`src/rtl/core/bffa_pkg.sv`:
```
package bffa_pkg;

  localparam int unsigned NUM_BLOCKS  = 1024;
  localparam int unsigned BLOCK_BYTES = 4096;
  localparam int unsigned WORD_BITS   = 32;
  localparam int unsigned MAP_WORDS   = NUM_BLOCKS / WORD_BITS;

  localparam int unsigned BIT_W  = $clog2(WORD_BITS);
  localparam int unsigned WORD_W = $clog2(MAP_WORDS);
  localparam int unsigned BLK_W  = $clog2(NUM_BLOCKS);
  localparam int unsigned CNT_W  = 11;
  localparam int unsigned ADDR_W = 22;
  localparam int unsigned STAT_W = 2;

  localparam logic [STAT_W-1:0] STATUS_OK      = 2'd0;
  localparam logic [STAT_W-1:0] STATUS_ZERO    = 2'd1;
  localparam logic [STAT_W-1:0] STATUS_NO_FREE = 2'd2;
  localparam logic [STAT_W-1:0] STATUS_NO_RUN  = 2'd3;

  localparam logic [WORD_BITS-1:0] FULL_WORD = '1;

  typedef struct packed {
    logic             found;
    logic [BIT_W-1:0] idx;
  } find_t;

  // lowest set bit of a word
  function automatic find_t first_set(logic [WORD_BITS-1:0] vec);
    find_t res;
    res.found = 1'b0;
    res.idx   = '0;
    for (int i = WORD_BITS - 1; i >= 0; i--) begin
      if (vec[i]) begin
        res.found = 1'b1;
        res.idx   = BIT_W'(i);
      end
    end
    return res;
  endfunction

endpackage

```
`src/rtl/core/bffa_ram.sv`:
```
module bffa_ram #(
  parameter int unsigned WIDTH = 32,
  parameter int unsigned DEPTH = 32
) (
  input  logic                     clk_i,
  input  logic                     we_i,
  input  logic [$clog2(DEPTH)-1:0] waddr_i,
  input  logic [WIDTH-1:0]         wdata_i,
  input  logic                     re_i,
  input  logic [$clog2(DEPTH)-1:0] raddr_i,
  output logic [WIDTH-1:0]         rdata_o
);

  logic [WIDTH-1:0] mem_q [DEPTH];
  logic [WIDTH-1:0] rdata_q;

  always_ff @(posedge clk_i) begin
    if (we_i) begin
      mem_q[waddr_i] <= wdata_i;
    end
    if (re_i) begin
      rdata_q <= mem_q[raddr_i];
    end
  end

  assign rdata_o = rdata_q;

endmodule

```
`src/rtl/core/bitmap_first_fit_block_allocator.sv`:
```
// First-fit allocator of contiguous blocks over a used/free bitmap held in a 32 x 32 RAM.
// Each request is accepted in S_IDLE and gets the zero and capacity tests in S_CHECK, then
// the scan: per bitmap word a RAM fetch in S_FETCH, then S_SCAN steps through each free
// run the word holds at or after the scan position, with a further step unless the last
// such run reaches the top bit of the word. A granted run is then marked with a
// read-modify-write (S_MRD, S_MWR) of each word it touches, and S_DONE loads the result
// register once the output is free. A request that fails a test skips the rest. The
// bitmap reads as all free after reset through per-word valid flops, so no clearing pass
// is needed. A new request may be accepted while a result waits on the output.
// total_blocks may be written at any idle time and takes effect with the next request;
// only whole 32-block words below it are searched.
module bitmap_first_fit_block_allocator (
  input  logic                           clk_i,
  input  logic                           rst_ni,
  input  logic                           cfg_we_i,
  input  logic [bffa_pkg::CNT_W-1:0]     cfg_wdata_i,
  input  logic                           in_valid_i,
  output logic                           in_ready_o,
  input  logic [bffa_pkg::CNT_W-1:0]     request_count_i,
  output logic                           out_valid_o,
  input  logic                           out_ready_i,
  output logic [bffa_pkg::STAT_W-1:0]    status_o,
  output logic [bffa_pkg::BLK_W-1:0]     start_block_o,
  output logic [bffa_pkg::ADDR_W-1:0]    byte_address_o
);

  localparam logic [2:0] S_IDLE  = 3'd0;
  localparam logic [2:0] S_CHECK = 3'd1;
  localparam logic [2:0] S_FETCH = 3'd2;
  localparam logic [2:0] S_SCAN  = 3'd3;
  localparam logic [2:0] S_MRD   = 3'd4;
  localparam logic [2:0] S_MWR   = 3'd5;
  localparam logic [2:0] S_DONE  = 3'd6;

  localparam int unsigned WB  = bffa_pkg::WORD_BITS;
  localparam int unsigned BW  = bffa_pkg::BIT_W;
  localparam int unsigned WW  = bffa_pkg::WORD_W;
  localparam int unsigned KW  = bffa_pkg::BLK_W;
  localparam int unsigned CW  = bffa_pkg::CNT_W;
  localparam int unsigned NWW = WW + 1;

  localparam logic [CW-1:0]   MAX_CNT  = CW'(bffa_pkg::NUM_BLOCKS);
  localparam logic [BW:0]     WB_SEG   = (BW + 1)'(WB);
  localparam logic [BW-1:0]   LAST_BIT = BW'(WB - 1);
  localparam logic [bffa_pkg::ADDR_W-1:0] BYTES_A =
    bffa_pkg::ADDR_W'(bffa_pkg::BLOCK_BYTES);

  logic [2:0]                     state_q, state_d;
  logic [CW-1:0]                  req_q, req_d;
  logic [CW-1:0]                  total_q, total_d;
  logic [CW-1:0]                  used_q, used_d;
  logic [bffa_pkg::MAP_WORDS-1:0] wvalid_q, wvalid_d;
  logic [WW-1:0]                  word_q, word_d;
  logic [NWW-1:0]                 nwords_q, nwords_d;
  logic [WB-1:0]                  w_q, w_d;
  logic [BW-1:0]                  pos_q, pos_d;
  logic [CW-1:0]                  run_len_q, run_len_d;
  logic [KW-1:0]                  run_start_q, run_start_d;
  logic [KW-1:0]                  start_q, start_d;
  logic [WW-1:0]                  mword_q, mword_d;
  logic [bffa_pkg::STAT_W-1:0]    res_q, res_d;

  logic                           out_valid_q, out_valid_d;
  logic [bffa_pkg::STAT_W-1:0]    status_q, status_d;
  logic [KW-1:0]                  start_out_q, start_out_d;
  logic [bffa_pkg::ADDR_W-1:0]    addr_out_q, addr_out_d;

  logic                           ram_we, ram_re;
  logic [WW-1:0]                  ram_waddr, ram_raddr;
  logic [WB-1:0]                  ram_wdata, ram_rdata;

  logic [CW-1:0]                  eff, free_cnt;
  bffa_pkg::find_t                ff, fu;
  logic                           cont;
  logic [CW-1:0]                  base_len, new_len;
  logic [BW:0]                    seg;
  logic [KW-1:0]                  seg_start, end_blk;
  logic [BW-1:0]                  lo, hi;
  logic [WB-1:0]                  mark_mask, cur_word;

  bffa_ram #(
    .WIDTH (WB),
    .DEPTH (bffa_pkg::MAP_WORDS)
  ) u_map (
    .clk_i   (clk_i),
    .we_i    (ram_we),
    .waddr_i (ram_waddr),
    .wdata_i (ram_wdata),
    .re_i    (ram_re),
    .raddr_i (ram_raddr),
    .rdata_o (ram_rdata)
  );

  // capacity test
  assign eff      = (total_q > MAX_CNT) ? MAX_CNT : total_q;
  assign free_cnt = (eff > used_q) ? (eff - used_q) : '0;

  // one free run of the current word per cycle
  assign ff        = bffa_pkg::first_set(~w_q & (bffa_pkg::FULL_WORD << pos_q));
  assign fu        = bffa_pkg::first_set(w_q & (bffa_pkg::FULL_WORD << ff.idx));
  assign cont      = (ff.idx == pos_q) && (run_len_q != '0);
  assign base_len  = cont ? run_len_q : '0;
  assign seg       = (fu.found ? {1'b0, fu.idx} : WB_SEG) - {1'b0, ff.idx};
  assign new_len   = base_len + CW'(seg);
  assign seg_start = cont ? run_start_q : {word_q, ff.idx};

  // marking of the granted run
  assign end_blk   = KW'(CW'(start_q) + req_q - CW'(1));
  assign cur_word  = wvalid_q[mword_q] ? ram_rdata : '0;
  assign lo        = (mword_q == start_q[KW-1:BW]) ? start_q[BW-1:0] : '0;
  assign hi        = (mword_q == end_blk[KW-1:BW]) ? end_blk[BW-1:0] : LAST_BIT;
  assign mark_mask = (bffa_pkg::FULL_WORD << lo) & (bffa_pkg::FULL_WORD >> (LAST_BIT - hi));

  always_comb begin
    state_d     = state_q;
    req_d       = req_q;
    total_d     = total_q;
    used_d      = used_q;
    wvalid_d    = wvalid_q;
    word_d      = word_q;
    nwords_d    = nwords_q;
    w_d         = w_q;
    pos_d       = pos_q;
    run_len_d   = run_len_q;
    run_start_d = run_start_q;
    start_d     = start_q;
    mword_d     = mword_q;
    res_d       = res_q;
    out_valid_d = out_valid_q;
    status_d    = status_q;
    start_out_d = start_out_q;
    addr_out_d  = addr_out_q;
    ram_we      = 1'b0;
    ram_re      = 1'b0;
    ram_waddr   = mword_q;
    ram_raddr   = mword_q;
    ram_wdata   = cur_word | mark_mask;

    if (cfg_we_i) begin
      total_d = cfg_wdata_i;
    end
    if (out_valid_q && out_ready_i) begin
      out_valid_d = 1'b0;
    end

    case (state_q)
      S_IDLE: begin
        if (in_valid_i) begin
          req_d   = request_count_i;
          state_d = S_CHECK;
        end
      end
      S_CHECK: begin
        start_d     = '0;
        word_d      = '0;
        pos_d       = '0;
        run_len_d   = '0;
        run_start_d = '0;
        nwords_d    = eff[CW-1:BW];
        if (req_q == '0) begin
          res_d   = bffa_pkg::STATUS_ZERO;
          state_d = S_DONE;
        end else if (req_q > free_cnt) begin
          res_d   = bffa_pkg::STATUS_NO_FREE;
          state_d = S_DONE;
        end else if (eff[CW-1:BW] == '0) begin
          res_d   = bffa_pkg::STATUS_NO_RUN;
          state_d = S_DONE;
        end else begin
          ram_re    = 1'b1;
          ram_raddr = '0;
          state_d   = S_FETCH;
        end
      end
      S_FETCH: begin
        w_d     = wvalid_q[word_q] ? ram_rdata : '0;
        pos_d   = '0;
        state_d = S_SCAN;
      end
      S_SCAN: begin
        if (ff.found && (new_len >= req_q)) begin
          start_d = seg_start;
          mword_d = seg_start[KW-1:BW];
          state_d = S_MRD;
        end else if (ff.found && fu.found) begin
          // run broken inside the word, look for the next one
          run_len_d = '0;
          pos_d     = fu.idx;
        end else begin
          if (ff.found) begin
            run_len_d   = new_len;
            run_start_d = seg_start;
          end else begin
            run_len_d = '0;
          end
          if (NWW'(word_q) + NWW'(1) == nwords_q) begin
            res_d   = bffa_pkg::STATUS_NO_RUN;
            state_d = S_DONE;
          end else begin
            word_d    = word_q + WW'(1);
            ram_re    = 1'b1;
            ram_raddr = word_q + WW'(1);
            state_d   = S_FETCH;
          end
        end
      end
      S_MRD: begin
        ram_re    = 1'b1;
        ram_raddr = mword_q;
        state_d   = S_MWR;
      end
      S_MWR: begin
        ram_we            = 1'b1;
        wvalid_d[mword_q] = 1'b1;
        if (mword_q == end_blk[KW-1:BW]) begin
          used_d  = used_q + req_q;
          res_d   = bffa_pkg::STATUS_OK;
          state_d = S_DONE;
        end else begin
          mword_d = mword_q + WW'(1);
          state_d = S_MRD;
        end
      end
      S_DONE: begin
        if (!out_valid_q || out_ready_i) begin
          out_valid_d = 1'b1;
          status_d    = res_q;
          start_out_d = start_q;
          addr_out_d  = bffa_pkg::ADDR_W'(start_q) * BYTES_A;
          state_d     = S_IDLE;
        end
      end
      default: begin
        state_d = S_IDLE;
      end
    endcase
  end

  always_ff @(posedge clk_i or negedge rst_ni) begin
    if (!rst_ni) begin
      state_q     <= S_IDLE;
      total_q     <= MAX_CNT;
      used_q      <= '0;
      wvalid_q    <= '0;
      out_valid_q <= 1'b0;
    end else begin
      state_q     <= state_d;
      total_q     <= total_d;
      used_q      <= used_d;
      wvalid_q    <= wvalid_d;
      out_valid_q <= out_valid_d;
    end
  end

  always_ff @(posedge clk_i) begin
    req_q       <= req_d;
    word_q      <= word_d;
    nwords_q    <= nwords_d;
    w_q         <= w_d;
    pos_q       <= pos_d;
    run_len_q   <= run_len_d;
    run_start_q <= run_start_d;
    start_q     <= start_d;
    mword_q     <= mword_d;
    res_q       <= res_d;
    status_q    <= status_d;
    start_out_q <= start_out_d;
    addr_out_q  <= addr_out_d;
  end

  assign in_ready_o     = (state_q == S_IDLE);
  assign out_valid_o    = out_valid_q;
  assign status_o       = status_q;
  assign start_block_o  = start_out_q;
  assign byte_address_o = addr_out_q;

endmodule

```
`config.mk`:
```
export PLATFORM = sky130hd
export DESIGN_NAME = bitmap_first_fit_block_allocator
export DESIGN_NICKNAME = d
export VERILOG_FILES = /design/src/rtl/core/bffa_pkg.sv /design/src/rtl/core/bffa_ram.sv /design/src/rtl/core/bitmap_first_fit_block_allocator.sv
export SDC_FILE = /design/constraint.sdc
export NUM_CORES = 2
export LEC_CHECK = 0
export BUFFER_PORTS_ARGS = -buffer_cell sky130_fd_sc_hd__buf_2
export CAP_MARGIN = 10
export CORE_MARGIN = 3
export CORE_UTILIZATION = 60
export CTS_CLUSTER_DIAMETER = 80
export DETAILED_ROUTE_END_ITERATION = 12
export GPL_TIMING_DRIVEN = 0
export PLACE_DENSITY_LB_ADDON = 0.15
export SLEW_MARGIN = 40
export SYNTH_ARGS = -nofsm -noshare
export SYNTH_HDL_FRONTEND = slang
export SYNTH_SLANG_ARGS = --single-unit
export TNS_END_PERCENT = 10
```
`constraint.sdc`:
```
create_clock -name clk_i -period 10.6 [get_ports clk_i]
set_input_delay 2.12 -clock clk_i [delete_from_list [all_inputs] [get_ports clk_i]]
set_output_delay 2.12 -clock clk_i [all_outputs]
set_load 0.05 [all_outputs]
```
# ---- Yosys cells after proc, flatten, opt, wreduce, memory -nomap -nowiden
# Memory sizes are Yosys's and may differ from the RTL's. A register that Yosys moved wholly into a read port is not among the register bits.
# Index checks and enable logic that the tools add are counted.
dict set report totals {
  ram_bits 1024
  elab_cells 231
  memories 1
  register_bits 167
  output_inout_bits 36
}
dict set report op_classes {
  addsub 10
  bitwise 6
  magnitude_cmp 7
  n_reduce_logical 27
  mux 136
  n_shift 4
  n_eq_ne 23
}
# memory depth word_bits rd rd_clocked_by_memory_dff wr line_no
set mem_list {}
lappend mem_list {u_map.mem_q 32 32 1 1 1 bffa_ram.sv:14} ;# logic [WIDTH-1:0] mem_q [DEPTH];
# op count
set ops {}
lappend ops {{2-to-1 mux 6 bit} 65}
lappend ops {{bitwise AND 32 bit} 3}
lappend ops {{left shift 32 x 5 -> 32 bit (first input constant)} 3}
lappend ops {{2-to-1 mux 5 bit} 15}
lappend ops {{2-to-1 mux 11 bit} 6}
lappend ops {{bitwise OR 32 bit} 2}
lappend ops {{2-to-1 mux 10 bit} 5}
lappend ops {{case mux 10 bit (2 select lines)} 2}
lappend ops {{case mux 5 bit (2 select lines)} 4}
lappend ops {{2-to-1 mux 32 bit} 1}
lappend ops {{inverter 32 bit} 1}
lappend ops {{right shift 32 x 5 -> 32 bit (first input constant)} 1}
lappend ops {{2-to-1 mux 3 bit} 8}
lappend ops {{greater-than comparator 11 bit} 2}
lappend ops {{!= test 2 bit (second input constant)} 11}
lappend ops {{case mux 11 bit (2 select lines)} 1}
lappend ops {{case mux 3 bit (7 select lines)} 1}
lappend ops {{2-to-1 mux 2 bit} 8}
lappend ops {{== test 5 bit} 3}
lappend ops {{2-to-1 mux 1 bit} 15}
lappend ops {{< comparator 5 x 6 -> 1 bit (second input constant)} 2}
lappend ops {{adder 11 bit} 1}
lappend ops {{adder 11 x 6 -> 11 bit} 1}
lappend ops {{greater-or-equal comparator 11 bit} 1}
lappend ops {{other kinds (33)} 51}

# ---- Depth between registers and ports, before layout
dict set report depth {
  ltp_word 75
  depth_mapped 49
  ltp_nobuf 40
}

# ---- Cells and area by module
# Synthesis repeated with hierarchy kept, for this count alone.
dict set report hier_totals {
  cells_unflattened 3649
  area_unflattened_um2 53806.6
}
# module seq_area_each_um2 cells_each n_inst area_per_inst_um2
set by_module_without_submodules {}
lappend by_module_without_submodules {bffa_ram 31710.4 2260 1 40812.9}
lappend by_module_without_submodules {bitmap_first_fit_block_allocator 4725.8 1389 1 12993.7}

# ---- Worst setup path before layout
# No wires, ideal clock.
dict set report synth_path {
  path_type {register to register}
  startpoint {register pos_q[2]}
  endpoint {register u_map.rdata_q[0] (netlist: u_map.rdata_o[0]), read port of u_map.mem_q, enable pin}
  arrival_ps 8399
  required_ps 10134
  path_stages_with_launch 39
  slack_ps 1735
  n_path_buf 5
  path_cell_list {edfxtp_1 -> buf_6 -> buf_6 -> buf_6 -> nor3_1 -> o21a_1 -> o21ai_0 -> a21oi_1 -> o21ai_2 -> buf_2 -> buf_1 -> o41ai_1 -> a22oi_1 -> a21oi_1 -> o211ai_1 -> a221oi_1 -> o211a_1 -> o21ai_0 -> [3 not listed] -> inv_1 -> fa_1 -> fa_1 -> a21o_1 -> a21oi_1 -> o21bai_1 -> a21oi_1 -> nor2_1 -> xnor2_1 -> nor4_1 -> ha_1 -> nand4_1 -> nor3_1 -> or4_1 -> o21ai_1 -> a31o_4 -> nand3_1 -> o21ai_0}
}
dict set report synth_between {
  elab_chain_len 75
  elab_cells_between_ends 83
  classes_between {add/sub: 2; order compare: 1; eq/ne: 1; shift: 2; mux: 72; bitwise: 2; reduce/logical: 3}
}
# item line_no
set synth_lines {}
lappend synth_lines {{from (decl)} bitmap_first_fit_block_allocator.sv:56} ;# logic [BW-1:0] pos_q, pos_d;
lappend synth_lines {{from (signal assigned)} bitmap_first_fit_block_allocator.sv:260} ;# pos_q <= pos_d;
lappend synth_lines {{left shift 32 x 5 -> 32 bit} bitmap_first_fit_block_allocator.sv:99} ;# assign ff = bffa_pkg::first_set(~w_q & (bffa_pkg::FULL_WORD << pos_q));
lappend synth_lines {{bitwise AND 32 bit} bitmap_first_fit_block_allocator.sv:99}
lappend synth_lines {{2-to-1 mux 6 bit (32 in a row)} bffa_pkg.sv:33} ;# if (vec[i]) begin
lappend synth_lines {{left shift 32 x 5 -> 32 bit} bitmap_first_fit_block_allocator.sv:100} ;# assign fu = bffa_pkg::first_set(w_q & (bffa_pkg::FULL_WORD << ff.idx));
lappend synth_lines {{bitwise AND 32 bit} bitmap_first_fit_block_allocator.sv:100}
lappend synth_lines {{2-to-1 mux 6 bit (32 in a row)} bffa_pkg.sv:33}
lappend synth_lines {{2-to-1 mux 6 bit} bitmap_first_fit_block_allocator.sv:103} ;# assign seg = (fu.found ? {1'b0, fu.idx} : WB_SEG) - {1'b0, ff.idx};
lappend synth_lines {{subtractor 6 x 5 -> 6 bit} bitmap_first_fit_block_allocator.sv:103}
lappend synth_lines {{adder 11 x 6 -> 11 bit (*)} bitmap_first_fit_block_allocator.sv:104} ;# assign new_len = base_len + CW'(seg);
lappend synth_lines {{named net new_len[10]} bitmap_first_fit_block_allocator.sv:75} ;# logic [CW-1:0] base_len, new_len;
lappend synth_lines {{greater-or-equal comparator 11 bit (*)} bitmap_first_fit_block_allocator.sv:181} ;# if (ff.found && (new_len >= req_q)) begin
lappend synth_lines {{logical AND 1 bit (*)} bitmap_first_fit_block_allocator.sv:181}
lappend synth_lines {{2-to-1 mux 1 bit (*)} bitmap_first_fit_block_allocator.sv:181}
lappend synth_lines {{case mux 1 bit (3 select lines) (*)} bitmap_first_fit_block_allocator.sv:146} ;# case (state_q)
lappend synth_lines {{named net ram_re} bitmap_first_fit_block_allocator.sv:68} ;# logic ram_we, ram_re;
lappend synth_lines {{to (decl)} bffa_ram.sv:15} ;# logic [WIDTH-1:0] rdata_q;
# The timed path passes the listed nets; every way through them passes the cells marked *.
# A chain may end at the register's enable or synchronous reset.

# ---- Worst setup path in the final report
dict set report layout_path {
  startpoint {register pos_q[0]}
  endpoint {register u_map.rdata_q[26] (netlist: u_map.rdata_o[26]), read port of u_map.mem_q (data pin)}
}
dict set report layout_between {
  elab_chain_len 75
  elab_cells_between_ends 83
  classes_between {add/sub: 2; order compare: 1; eq/ne: 1; shift: 2; mux: 72; bitwise: 2; reduce/logical: 3}
}
# item line_no
set layout_lines {}
lappend layout_lines {{left shift 32 x 5 -> 32 bit} bitmap_first_fit_block_allocator.sv:99}
lappend layout_lines {{bitwise AND 32 bit} bitmap_first_fit_block_allocator.sv:99}
lappend layout_lines {{2-to-1 mux 6 bit (32 in a row)} bffa_pkg.sv:33}
lappend layout_lines {{left shift 32 x 5 -> 32 bit} bitmap_first_fit_block_allocator.sv:100}
lappend layout_lines {{bitwise AND 32 bit} bitmap_first_fit_block_allocator.sv:100}
lappend layout_lines {{2-to-1 mux 6 bit (32 in a row)} bffa_pkg.sv:33}
lappend layout_lines {{2-to-1 mux 6 bit} bitmap_first_fit_block_allocator.sv:103}
lappend layout_lines {{subtractor 6 x 5 -> 6 bit} bitmap_first_fit_block_allocator.sv:103}
lappend layout_lines {{adder 11 x 6 -> 11 bit (*)} bitmap_first_fit_block_allocator.sv:104}
lappend layout_lines {{named net new_len[10]} bitmap_first_fit_block_allocator.sv:75}
lappend layout_lines {{greater-or-equal comparator 11 bit (*)} bitmap_first_fit_block_allocator.sv:181}
lappend layout_lines {{logical AND 1 bit (*)} bitmap_first_fit_block_allocator.sv:181}
lappend layout_lines {{2-to-1 mux 1 bit / 2-to-1 mux 5 bit (equally long branches)} bitmap_first_fit_block_allocator.sv:181}
lappend layout_lines {{case mux 1 bit (3 select lines) / case mux 5 bit (2 select lines) (equally long branches)} bitmap_first_fit_block_allocator.sv:146}
# Marked as above.

==> summary.md <==
| Metric | Value |
|---|---|
| Post-synthesis xor/xnor area fraction | 0.0106 |
| Max Cap Viol | 0 |
| # port buffers | 50 |
| Final ANT Viol Nets | 0 |
| Most crowded layer after global routing | met2 |
| Worst Hold Class | reg2reg |
| DRC Markers | 0 |
| CP Capture Type | flip-flop |
| I/O pins | 63 |
| Layout cell share with drive strength beyond 1 | 0.185 |
| Largest net degree at the start of global routing | 59 |
| Share of the synthesized area in the top cell type | 0.652 |
| GR Util All Layers | 0.337 |
| Count leader, synth | edfxtp_1 |
| Crit path time final | 10.36 ns |
| Pre-CTS setup slack | -1.81 ns |
| Slowest cell on crit path | or4_1 |
| Row count | 109 |
| Hold buffer count at CTS | 0 |
| Overall die width | 305 µm |
| Syn_area_per_cell | 13.6 µm² |
| Tot Pwr | 21100 µW |
| Final worst slack | 0.241 ns |
| Synth cell types | 102 |
| Top cells by area, synth | edfxtp_1 (65%), mux2i_1 (3.9%), nand2_1 (3.8%) |
| Initial DRC count | 5240 |
| First-pass GRT wire length | 231000 µm |
| H-Tree Depth | 3 |
| Synthesized-area fraction occupied by adder cells | 0.0196 |
| Final layout net count | 4347 |
| Worst-Skew Late Latency | 0.71 ns |
| GRT overflow | 0 |
| Leak Pwr | 0.0221 µW |
| Kind of start point of the critical path | flip-flop |
| Final Slew Violations | 0 |
| Post-synth EDFFs | 1165 |
| RSZ-0062 raised after global routing | true |
| Logic pwr share | 0.502 |
| Vias in the first global route | 35.3k |
| Area delta synth->final | 17.2% |
| Post-DP HPWL | 111000 µm |
| Final core utilization | 0.710 |
| CTS Root Cell | clkbuf_16 |
| Status | finished, final reports clean |
| Post-route clock period utilization | 0.977 |
| Internal power | 11900 µW |
| Routability Congestion | 0.932 |
| Die area | 0.0930 mm² |
| WL final | 159000 µm |
| Flop pwr share | 0.307 |
| M3 GR Usage | 0.0668 |
| VDD IR-drop max | 0.226 mV |
| Setup Skew | 0.0425 ns |
| Worst stage delay on the critical path | 0.48 ns |
| Synthesized-area fraction occupied by and/or/nand/nor cells | 0.0933 |
| Relative slew slack | 0.413 |
| Initial core utilization | 0.606 |
| Number of diodes | 0 |
| Slew @ Worst Pin | 0.873 ns |
| Setup violators final | 0 |
| Pwr dens | 335 mW/mm² |
| Synth Instances | 3947 |
| Crit path top cell by count | ha_1 |
| Global routing usage on met2 | 0.529 |
| CP required | 10.96 ns |
| Post-Syn Area | 0.0537 mm² |
| Mux share of post-synthesis cell area | 0.0465 |
| Top_reg_cell synth | edfxtp_1 |
| Final Hold Fails | 0 |
| Clock slew at reported path FFs | 0.06 ns |
| FMAX | 96.5 MHz |
| Pre-antenna DRT Iters | 6 |
| Seq/Total Area, Yosys | 0.679 |
| WP data arrival | 10.72 ns |
| Max clock buf depth | 3 |
| Filler cell count | 5788 |
| Yosys reg bits | 1223 |
| Clock share of power | 0.191 |
| Commonest cells post-synth | edfxtp_1 (1165), nand2_1 (539), a21oi_1 (250) |
| Yosys warns | 0 |
| Setup CP Type | reg2reg |
| Crit Path Max Fanout | 10 |
| TritonCTS buffer count | 117 |
| Via/cell ratio | 6.63 |
| Initial antenna violation count | 6 |
| Detailed-route via count | 36.4k |
| Num Clock Sinks | 1223 |
| Compound-cell area share of the yosys netlist | 0.119 |
| P_sw | 9120 µW |
| TritonCTS clock tree | built |
| Core box area | 0.0885 mm² |
| Largest family of logic cells by synthesized area | compound AO/OA/AOI/OAI gates |
| Die H | 305 µm |
| Dominant cell type by area after synthesis | edfxtp_1 |
| Met1 Usage GRT | 0.459 |
| Switching share of total power | 0.433 |
| Post-DR wirelength/cell | 28.9 µm |
| Async SR Flop Fraction | 0.0474 |
flip-flops by register name, summed over array words and instances (netlist names), 3 cells and up:
name	flops
mword_q	5
nwords_q	6
pos_q	5
req_q	11
run_len_q	11
run_start_q	10
start_block_o	10
start_q	10
state_q	3
total_q	11
u_map.mem_q	1024
u_map.rdata_o	32
used_q	11
w_q	32
word_q	5
wvalid_q	32
final cells by class:
type,instances,area [µm²],area share
inverters,92,345,0.00549
flip-flops and latches,1223,36400,0.580
multi-input cells,2375,17200,0.274
repair buffers,162,2160,0.0344
well taps,1165,1460,0.0232
plain buffers,268,1620,0.0258
clock buffers,149,3100,0.0493
clock inverters,58,512,0.00814
per-stage QoR:
step	setup TNS, ns	hold slack [ns]	instances	instance area (µm²)
finish	0	0.423	5492	62900
global route	-2.01	0.433	5492	62900
CTS	-0.0453	0.423	5478	62300
detailed placement	-52.84	0.410	5263	57800
global placement	-107.80	0.410	5173	55400
floorplan	0	0.400	3958	53700
critical path: cells and delay by family, from the launching register on:
| kind | cells | cell delay [ns] |
|---|---|---|
| flip-flops | 1 | 0.37 |
| XOR/XNOR | 2 | 0.37 |
| buffers and inverters | 7 | 1.87 |
| AO/OA/AOI/OAI | 18 | 3.84 |
| adder cells (fa/ha/maj) | 4 | 1.26 |
| AND/OR/NAND/NOR | 11 | 2.25 |
cell usage in the layout, fill, tap and decap left out, types with 76 or more instances in the layout:
cell type and n:
edfxtp_1 1165, nand2_1 531, a21oi_1 243, mux2i_1 209, nand3_1 187, a221oi_1 119, clkbuf_16 119, buf_2 104
clkbuf_1 101, nor2_1 99, inv_1 88, ha_1 76
cells by family (layout without fill, tap and decap cells):
group           Yosys count  after routing
mux                     233            233
other cells               1             12
xor+xnor                 65             65
fa+ha+maj                81             81
simple gates           1096           1096
buf+inv                 360            729
flops                  1223           1223
compound gates          888            888
power groups by stage:
stage,Combinational (µW),Sequential (µW),Clock (µW)
3_3_place_gp,8910,6630,0
3_5_place_dp,9430,6560,0
2_1_floorplan,5850,6460,0
6_report,10600,6470,4010
5_1_grt,11200,6480,4230
4_1_cts,9980,6460,4030
timing repair:
item / in CTS / in global routing
setup endpoints to repair: 32 / 32
buffers inserted: 8 / 14
pin swaps: 33 / 33
gates resized for setup: 146 / 132
per-layer routing:
layer,part of all wire,vias to the layer above,wire length (µm)
met5,0,-,0
met4,0.053,0,8380
met3,0.11,427,16700
met2,0.46,2290,73000
met1,0.38,18000,60500
li1,-,15700,-
worst paths after layout:
path | from | endpoint | slack (ns) | cells after the start
max | pos_q[0] | u_map.rdata_o[26] | 0.24 | 42
min | res_q[1] | status_o[1] | 0.42 | 0
max reg2reg | pos_q[0] | u_map.rdata_o[26] | 0.24 | 42
min reg2reg | res_q[1] | status_o[1] | 0.42 | 0
max in group asynchronous | rst_ni | wvalid_q[1] | 8.76 | 1
min in group asynchronous | rst_ni | used_q[2] | 1.39 | 1
Power figures use the tool's default switching activity.
